**src/hw/rtl/mm4x4_pkg.sv**
```systemverilog
// ----------------------------------------------------------------------------
// mm4x4_pkg
// Shared types and constants of the fixed-point 4x4 matrix multiply unit.
// ----------------------------------------------------------------------------
package mm4x4_pkg;

  localparam int unsigned Dim  = 4;
  localparam int unsigned IdxW = (Dim > 1) ? $clog2(Dim) : 1;
  localparam int unsigned AccW = 48 + IdxW;

  localparam logic [IdxW-1:0] IdxLast = IdxW'(Dim - 1);

  localparam logic OpWrite  = 1'b0;
  localparam logic OpMult   = 1'b1;
  localparam logic SelLeft  = 1'b0;
  localparam logic SelRight = 1'b1;

  typedef struct packed {
    logic            valid;
    logic            first;
    logic            last_k;
    logic            last_elem;
    logic [IdxW-1:0] row;
    logic [IdxW-1:0] col;
  } mac_tag_t;

endpackage

```
**src/hw/rtl/mm4x4_mac.sv**
```systemverilog
// ----------------------------------------------------------------------------
// mm4x4_mac
// Shared multiply-accumulate pipeline: Q16.16 product, floor shift by 16,
// running dot-product sum and saturation to 32 bits.
// ----------------------------------------------------------------------------
module mm4x4_mac
  import mm4x4_pkg::*;
(
  input  logic               clk_i,
  input  logic               rst_ni,
  input  mac_tag_t           tag_i,
  input  logic signed [31:0] a_i,
  input  logic signed [31:0] b_i,
  output logic               res_valid_o,
  output logic [1:0]         res_row_o,
  output logic [1:0]         res_col_o,
  output logic signed [31:0] res_value_o,
  output logic               res_last_o
);

  localparam logic signed [AccW-1:0] SatMax = AccW'(64'sh0000_0000_7fff_ffff);
  localparam logic signed [AccW-1:0] SatMin = AccW'(64'shffff_ffff_8000_0000);

  mac_tag_t                tag_b_q, tag_c_q;
  logic signed [63:0]      prod_q;
  logic signed [63:0]      prod_sh;
  logic signed [AccW-1:0]  term;
  logic signed [AccW-1:0]  acc_d, acc_q;
  logic                    valid_q;
  logic [1:0]              row_q, col_q;
  logic signed [31:0]      value_q;
  logic                    last_q;

  assign prod_sh = prod_q >>> 16;
  assign term    = AccW'(prod_sh);
  assign acc_d   = (tag_b_q.first ? '0 : acc_q) + term;

  always_ff @(posedge clk_i or negedge rst_ni) begin
    if (!rst_ni) begin
      tag_b_q <= '0;
      tag_c_q <= '0;
      valid_q <= 1'b0;
    end else begin
      tag_b_q <= tag_i;
      tag_c_q <= tag_b_q;
      valid_q <= tag_c_q.valid & tag_c_q.last_k;
    end
  end

  always_ff @(posedge clk_i) begin
    prod_q <= a_i * b_i;
    if (tag_b_q.valid) begin
      acc_q <= acc_d;
    end
    row_q  <= 2'(tag_c_q.row);
    col_q  <= 2'(tag_c_q.col);
    last_q <= tag_c_q.last_elem;
    if (acc_q > SatMax) begin
      value_q <= 32'sh7fff_ffff;
    end else if (acc_q < SatMin) begin
      value_q <= 32'sh8000_0000;
    end else begin
      value_q <= acc_q[31:0];
    end
  end

  assign res_valid_o = valid_q;
  assign res_row_o   = row_q;
  assign res_col_o   = col_q;
  assign res_value_o = value_q;
  assign res_last_o  = valid_q & last_q;

endmodule

```
**src/hw/rtl/matrix4x4_multiply_unit.sv**
```systemverilog
// ----------------------------------------------------------------------------
// matrix4x4_multiply_unit
// Left and right 4x4 Q16.16 matrices (identity after reset), element writes
// and a product read out as sixteen words in row-major order.
//
//   port group                          dir  role
//   start, op_i, matrix_sel_i, in_row_i,
//     in_col_i, elem_value_i            in   command word, taken on start & !busy
//   result_valid_o, out_row_o,
//     out_col_o, prod_value_o, last_o   out  product word, one-cycle strobe
//
// A write command leaves busy low.
// A multiply command holds busy through its final product word:
// the single 32x32 multiplier takes one term per cycle, one word per dot product.
// Reset loads identity into both matrices and returns to idle.
// The receiver cannot stall: each word is valid for exactly one cycle.
// ----------------------------------------------------------------------------
module matrix4x4_multiply_unit
  import mm4x4_pkg::*;
(
  input  logic               clk_i,
  input  logic               rst_ni,
  input  logic               start,
  output logic               busy,
  input  logic               op_i,
  input  logic               matrix_sel_i,
  input  logic [1:0]         in_row_i,
  input  logic [1:0]         in_col_i,
  input  logic signed [31:0] elem_value_i,
  output logic               result_valid_o,
  output logic [1:0]         out_row_o,
  output logic [1:0]         out_col_o,
  output logic signed [31:0] prod_value_o,
  output logic               last_o
);

  localparam logic [1:0] StIdle  = 2'd0;
  localparam logic [1:0] StIssue = 2'd1;
  localparam logic [1:0] StDrain = 2'd2;

  localparam logic signed [31:0] OneQ16 = 32'sh0001_0000;

  logic [1:0]         state_d, state_q;
  logic [IdxW-1:0]    i_d, i_q, j_d, j_q, k_d, k_q;
  logic signed [31:0] left_q  [Dim][Dim];
  logic signed [31:0] right_q [Dim][Dim];
  logic signed [31:0] a_q, b_q;
  mac_tag_t           tag_a_d, tag_a_q;
  logic               accept;
  logic               wr_en;
  logic               issue_last;
  logic               res_valid, res_last;
  logic [1:0]         res_row, res_col;
  logic signed [31:0] res_value;

  assign busy       = (state_q != StIdle);
  assign accept     = start & ~busy;
  assign wr_en      = accept & (op_i == OpWrite) &
                      (32'(in_row_i) < Dim) & (32'(in_col_i) < Dim);
  assign issue_last = (i_q == IdxLast) & (j_q == IdxLast) & (k_q == IdxLast);

  always_comb begin
    state_d = state_q;
    i_d     = i_q;
    j_d     = j_q;
    k_d     = k_q;
    case (state_q)
      StIdle: begin
        if (accept && op_i == OpMult) begin
          state_d = StIssue;
        end
      end
      StIssue: begin
        if (k_q == IdxLast) begin
          k_d = '0;
          if (j_q == IdxLast) begin
            j_d = '0;
            i_d = (i_q == IdxLast) ? '0 : i_q + 1'b1;
          end else begin
            j_d = j_q + 1'b1;
          end
        end else begin
          k_d = k_q + 1'b1;
        end
        if (issue_last) begin
          state_d = StDrain;
        end
      end
      StDrain: begin
        if (res_valid && res_last) begin
          state_d = StIdle;
        end
      end
      default: state_d = StIdle;
    endcase
  end

  always_comb begin
    tag_a_d.valid     = (state_q == StIssue);
    tag_a_d.first     = (k_q == '0);
    tag_a_d.last_k    = (k_q == IdxLast);
    tag_a_d.last_elem = (i_q == IdxLast) & (j_q == IdxLast);
    tag_a_d.row       = i_q;
    tag_a_d.col       = j_q;
  end

  always_ff @(posedge clk_i or negedge rst_ni) begin
    if (!rst_ni) begin
      state_q <= StIdle;
      i_q     <= '0;
      j_q     <= '0;
      k_q     <= '0;
      tag_a_q <= '0;
    end else begin
      state_q <= state_d;
      i_q     <= i_d;
      j_q     <= j_d;
      k_q     <= k_d;
      tag_a_q <= tag_a_d;
    end
  end

  always_ff @(posedge clk_i or negedge rst_ni) begin
    if (!rst_ni) begin
      for (int r = 0; r < Dim; r++) begin
        for (int c = 0; c < Dim; c++) begin
          left_q[r][c]  <= (r == c) ? OneQ16 : '0;
          right_q[r][c] <= (r == c) ? OneQ16 : '0;
        end
      end
    end else if (wr_en) begin
      if (matrix_sel_i == SelRight) begin
        right_q[IdxW'(in_row_i)][IdxW'(in_col_i)] <= elem_value_i;
      end else begin
        left_q[IdxW'(in_row_i)][IdxW'(in_col_i)] <= elem_value_i;
      end
    end
  end

  always_ff @(posedge clk_i) begin
    a_q <= left_q[i_q][k_q];
    b_q <= right_q[k_q][j_q];
  end

  mm4x4_mac u_mac (
    .clk_i       (clk_i),
    .rst_ni      (rst_ni),
    .tag_i       (tag_a_q),
    .a_i         (a_q),
    .b_i         (b_q),
    .res_valid_o (res_valid),
    .res_row_o   (res_row),
    .res_col_o   (res_col),
    .res_value_o (res_value),
    .res_last_o  (res_last)
  );

  assign result_valid_o = res_valid;
  assign out_row_o      = res_row;
  assign out_col_o      = res_col;
  assign prod_value_o   = res_value;
  assign last_o         = res_last;

  a_word_only_busy: assert property (@(posedge clk_i) disable iff (!rst_ni)
    result_valid_o |-> busy)
    else $error("product word outside a multiply");

  a_last_ends: assert property (@(posedge clk_i) disable iff (!rst_ni)
    (result_valid_o && last_o) |=> !busy)
    else $error("busy held after final word");

  a_busy_cause: assert property (@(posedge clk_i) disable iff (!rst_ni)
    (busy && !$past(busy)) |-> $past(start && op_i == OpMult))
    else $error("busy rose without a multiply command");

  a_last_pos: assert property (@(posedge clk_i) disable iff (!rst_ni)
    (result_valid_o && last_o) |-> (out_row_o == 2'(IdxLast) && out_col_o == 2'(IdxLast)))
    else $error("final word not at last row and column");

  a_no_word_idle_issue: assert property (@(posedge clk_i) disable iff (!rst_ni)
    (state_q == StIssue && i_q == '0 && j_q == '0) |-> !result_valid_o)
    else $error("word emitted before first dot product");

endmodule

```
**config.mk**
```make
export PLATFORM = sky130hd
export DESIGN_NAME = matrix4x4_multiply_unit
export DESIGN_NICKNAME = d
export VERILOG_FILES = /design/src/hw/rtl/mm4x4_pkg.sv /design/src/hw/rtl/mm4x4_mac.sv /design/src/hw/rtl/matrix4x4_multiply_unit.sv
export SDC_FILE = /design/constraint.sdc
export NUM_CORES = 2
export LEC_CHECK = 0
export BUFFER_PORTS_ARGS = -buffer_cell sky130_fd_sc_hd__buf_2
export CAP_MARGIN = 15
export CORE_MARGIN = 1
export CORE_UTILIZATION = 40
export DETAILED_ROUTE_END_ITERATION = 6
export SETUP_SLACK_MARGIN = 0.15
export SLEW_MARGIN = 30
export SYNTH_ARGS = -nofsm -noshare
export SYNTH_HDL_FRONTEND = slang
export SYNTH_SLANG_ARGS = --single-unit
```
**constraint.sdc**
```tcl
create_clock -name clk_i -period 8.45 [get_ports clk_i]
set_input_delay 2.1125 -clock clk_i [delete_from_list [all_inputs] [get_ports clk_i]]
set_output_delay 2.1125 -clock clk_i [all_outputs]
set_load 0.02 [all_outputs]
```
# Word-level counts from Yosys, hierarchy flattened

Index checks and enable logic that the tools add are counted.

Flip-flop bits (word level): 1271
Bits in latches: 0
Bits in writable memories: 0
ROM bits: 0
Input port bits: 41
Output and inout port bits: 39
Word-level logic and storage cells: 137
Memories kept: 0

Add/sub/neg operators: 4
Multiply operators: 1
Divide/modulo/power cells: 0
$lt $le $gt $ge: 9
Equal/unequal tests: 8
Shift operators: 0
Multiplexer cells: 27
Bitwise gates (word level): 14
Reduce and logical (&&, ||, !) cells: 12

Operators by type and width:

| kind                 | count |
|---|---|
| $bwmux 512           | 2 |
| $mux 128             | 5 |
| $bmux 128 s2         | 2 |
| $demux 128 s2        | 1 |
| $mux 32              | 6 |
| $bmux 32 s2          | 2 |
| $demux 32 s2         | 1 |
| $mul 32x32->64       | 1 |
| $add 50x50->50       | 1 |
| $gt 50x32->1 const B | 1 |
| $lt 50x32->1 const B | 1 |
| $mux 50              | 1 |
| $ge 3x3->1 const B   | 5 |
| $not 2->3            | 5 |
| $mux 2               | 6 |
| $eq 2x2->1 const B   | 4 |
| $add 2x1->2 const B  | 3 |
| $and 1x1->1          | 6 |
| $lt 3x1->1 const B   | 2 |
| $pmux 2 s3           | 1 |
| $reduce_and 2->1     | 3 |
| $reduce_and 3->1     | 2 |
| $logic_and 1x1->1    | 4 |
| $logic_not 2->1      | 2 |
| other kinds (5)      | 8 |

# Logic depth before layout (Yosys ltp)

Depth in word-level cells: 8
Depth in mapped cells: 28
Depth with buffers taken out: 27

# Hierarchy

A second synthesis with hierarchy kept.

Cells, all modules: 7383
Area, all modules: 90364.2 um2

Modules (own cells, without submodules):

| module                  | times used | cells an instance | area each (um2) | sequential area each (um2) |
|---|---|---|---|---|
| matrix4x4_multiply_unit | 1          | 2950              | 47912.2         | 27316.2 |
| mm4x4_mac               | 1          | 4433              | 42452.0         | 3603.5 |

# Worst setup path before layout

No wires, ideal clock.

Path kind: register to register
From: reg a_q[31]
To: reg u_mac.prod_q[61]
Library setup time: 123 ps
Arrival time: 7633 ps
Data required time: 8327 ps
Setup slack: 693 ps
Stages on the path, launching flop included: 29
Buffers on the path: 1
Clock period less this slack: 7757 ps
Cell sequence: dfxtp_1 > clkbuf_1 > nand2_1 > inv_1 > fa_1 > inv_1 > fa_1 > inv_1 > fa_1 > fa_1 > inv_1 > fa_1 > inv_1 > fa_1 > inv_1 > fa_1 > inv_1 > fa_1 > ha_1 > a21o_1 > a21o_1 > a21o_1 > a21o_1 > a21oi_1 > o221a_2 > o31ai_4 > a21oi_1 > o21bai_1 > xor2_1

Longest elaborated chain between the ends: 1

RTL lines:

| what                     | line                           | text |
|---|---|---|
| start: declaration       | matrix4x4_multiply_unit.sv:47  | `logic signed [31:0] a_q, b_q;` |
| start signal: assignment | matrix4x4_multiply_unit.sv:141 | `a_q <= left_q[i_q][k_q];` |
| $mul 32x32->64           | mm4x4_mac.sv:51                | `prod_q <= a_i * b_i;` |
| end signal: assignment   | mm4x4_mac.sv:51                |  |
| end: declaration         | mm4x4_mac.sv:25                | `logic signed [63:0] prod_q;` |

Every way passes these cells.
A chain may end at the register's enable or synchronous reset.

# Worst setup path in the final report

From: reg a_q[22]
To: reg u_mac.prod_q[54]

Same word-level chain as after synthesis.

==> flow_summary.json <==
{
  "status": "completed",
  "initial_utilization_pct": 40.3,
  "finClkSkew_ps": 66.3,
  "path_delay_family": "adder cells",
  "placed_area_sq_um": 93700,
  "netlist_instances": 7194,
  "syn_area_per_cell_sq_um": 12.5,
  "cp-start-kind": "flop",
  "die_height_microns": 476,
  "synth_cell_types": 79,
  "period_needed_ps": 8030,
  "max-cap-violations": 0,
  "use_met3_pct": 3.80,
  "drive_above_1_share_pct": 26.2,
  "vias_per_cell": 5.28,
  "maxSlewViolCount": 0,
  "wire_per_inst_microns": 22.3,
  "ff2ff_setup_slack_ps": 420,
  "synth_seq_cells": 1255,
  "instances_no_fill": 10200,
  "placedCellCount": 9926,
  "path_cells": "buf_4 -> and2_1 -> fa_1 -> fa_1 -> inv_1 -> fa_1 -> fa_1 -> inv_1 -> fa_1 -> fa_1 -> fa_1 -> fa_1 -> ha_1 -> and4_1 -> a221o_1 -> nor3_2 -> o211ai_2 -> a31oi_4 -> o21ai_2 -> a21oi_1 -> o21bai_1 -> xor2_1",
  "cts_sinks": 1255,
  "ctsHtreeMaxLevel": 4,
  "critical_path.max_stage_delay_ps": 830,
  "fin_area_sq_um": 98600,
  "cts_hold_repair.buffers": 0,
  "finalHoldViolations": 0,
  "worst_pin_slew_ps": 981,
  "synth_nets": 8550,
  "overflow": 0,
  "drt-total-wl_microns": 227000,
  "hpwl_microns": 159000,
  "cts.path.max_buffers": 3,
  "grt_pass1_wl_microns": 360000,
  "synth_top_flop_cell": "dfrtp_1",
  "crit_slowest_cell": "dfxtp_1",
  "dr.pass1.iters": 5,
  "crit_fanout": 20,
  "p_leak_nw": 48.6,
  "grtUsageMet1_pct": 30.2,
  "cts_root_buf": "clkbuf_16",
  "crit_arrival_ps": 8660,
  "drc": 0,
  "row_count": 173,
  "ios": 80,
  "p_per_area_nw_per_um2": 164,
  "synthTopCellsByArea": "dfrtp_1, fa_1, mux2_2",
  "relSlewSlack_pct": 34.6,
  "timing.hold.ws_ps": 327,
  "cp.required_ps": 9080,
  "area_delta_synth_final_pct": 9.81,
  "synth_edf_count": 50,
  "min_path_type": "flop to flop",
  "critical_path_class": "flop to flop",
  "r2r_cells": 22,
  "min_delay_path_depth": 0,
  "nNetsFinal": 8454,
  "yosys.area.top_type": "dfrtp_1",
  "synth_async_sr_flop_share_pct": 84.1,
  "worstReg2RegEnd": "u_mac.prod_q[54]",
  "fin_ws_ps": 416,
  "clock_latency_ps": 810,
  "synth.top_cells.by_count": "fa_1, dfrtp_1, mux2_2, inv_1, nand2_1",
  "coreArea_sq_um": 223000,
  "grt_pass1_vias": 59000,
  "yosysMostFrequentCell": "fa_1",
  "drt-initial-drc-count": 3607,
  "ys_seq_area_share_pct": 34.4,
  "synth_area_sq_um": 89800,
  "tns_ps": 0,
  "grt_busiest_layer": "met2",
  "chipWidth_microns": 476,
  "rr_startpoint": "a_q[22]",
  "route.vias.total": 53800,
  "path_common_cell": "fa_1",
  "crit_path_end_kind": "flop",
  "path_clk_slew_ps": 60,
  "worst_hold_path.endpoint": "u_mac.res_row_o[0]",
  "grt_max_degree": 177,
  "grt_antenna_before_repair": 19,
  "ant_nets": 0,
  "max_freq_mhz": 124,
  "path_buf_inv": 3,
  "synth_warnings": 0,
  "peakVddDrop_mv": 0.270,
  "setup_violations": 0,
  "synth_top_area_share_pct": 29.2,
  "grt_use_met2_pct": 32.4,
  "gr-usage-all-layers_pct": 20.8,
  "io_buffers": 79,
  "tritoncts": "yes",
  "rsz0062_at_grt": "no",
  "worstHoldStart": "u_mac.tag_c_q[2]",
  "n_fill_cell": 20400,
  "dieArea_sq_um": 226000,
  "cts_buffers": 143,
  "pre_cts_ws_ps": 476,
  "min_period_over_period_pct": 95.1,
  "gp_congestion": 0.872
}
-- layout make-up --
class / count / area (sq um) / area share (%)
clock buffers: 209 / 4100 / 4.16
well taps: 2975 / 3720 / 3.78
clock inverters: 55 / 703 / 0.713
multi-input cells: 4476 / 53500 / 54.3
inverters: 978 / 3670 / 3.72
flip-flops and latches: 1255 / 30900 / 31.4
repair buffers: 244 / 1890 / 1.92
diodes: 8 / 20.0 / 0.0203
-- cells in the final DEF, fill, tap and decap left out, types with 40 or more instances in the layout --
cell / instances
a21o_1: 47
a21oi_1: 90
and2_1: 520
buf_2: 78
buf_4: 145
clkbuf_1: 40
clkbuf_16: 144
dfrtp_1: 1040
dfxtp_1: 147
edfxtp_1: 50
fa_1: 1082
ha_1: 233
inv_1: 976
mux2_2: 1026
mux4_2: 320
nand2_1: 532
nor2_1: 137
nor2b_1: 64
o21ai_0: 44
xnor2_1: 65
-- layer usage --
| layer | share of wire [%] | wire, microns |
|---|---|---|
| met4 | 2.2 | 4920 |
| met2 | 46 | 104000 |
| met3 | 5.6 | 12600 |
| met5 | 0.061 | 139 |
| met1 | 47 | 106000 |
-- kinds of logic after synthesis --
logic type	after synthesis	share of synthesized area [%]
adder cells (fa/ha/maj)	1315	27.4
AO/OA/AOI/OAI	302	2.26
AND/OR/NAND/NOR	1410	7.87
multiplexers	1347	20.9
flip-flops	1255	34.4
buffers and inverters	1463	6.14
XOR/XNOR	102	0.995
-- power breakdown --
group | switching (mW) | internal (mW)
logic | 1.92 | 1.21
registers | 0.351 | 6.41
clock network | 2.65 | 3.63
total | 4.92 | 11.2
-- stage by stage --
| step | utilization (%) | total power, mW |
|---|---|---|
| after floorplan | - | 8.90 |
| after global placement | 42.1 | 10.0 |
| after detailed placement | 42.1 | 10.0 |
| after CTS | 44.3 | 16.4 |
| after global routing | 44.3 | 16.9 |
| final | 44.3 | 16.2 |
-- worst max-delay path by stage --
stage | from | end | slack, ps | cells past startpoint
3_3_place_gp | a_q[22] | u_mac.prod_q[58] | 530 | 22
5_1_grt | a_q[16] | u_mac.prod_q[61] | 150 | 22
6_report | a_q[22] | u_mac.prod_q[54] | 420 | 22
2_1_floorplan | a_q[31] | u_mac.prod_q[61] | 690 | 28
3_5_place_dp | a_q[7] | u_mac.prod_q[61] | 480 | 23
4_1_cts | a_q[22] | u_mac.prod_q[54] | 440 | 22
-- state kept, by name, indices dropped and copies added, names as in the netlist, 7 cells and up --
name / count
tag_a_q: 8
left_q: 512
u_mac.acc_q: 50
u_mac.prod_q: 48
u_mac.tag_c_q: 7
u_mac.res_value_o: 32
a_q: 32
b_q: 32
u_mac.tag_b_q: 8
right_q: 512
-- timing repair --
| item | CTS | global route |
|---|---|---|
| endpoints found under the setup margin | 0 | 3 |
| buffers inserted | 0 | 0 |
| resized for setup | 0 | 2 |
| endpoints found under the hold margin | 0 | 0 |
Power figures use the tool's default switching activity.
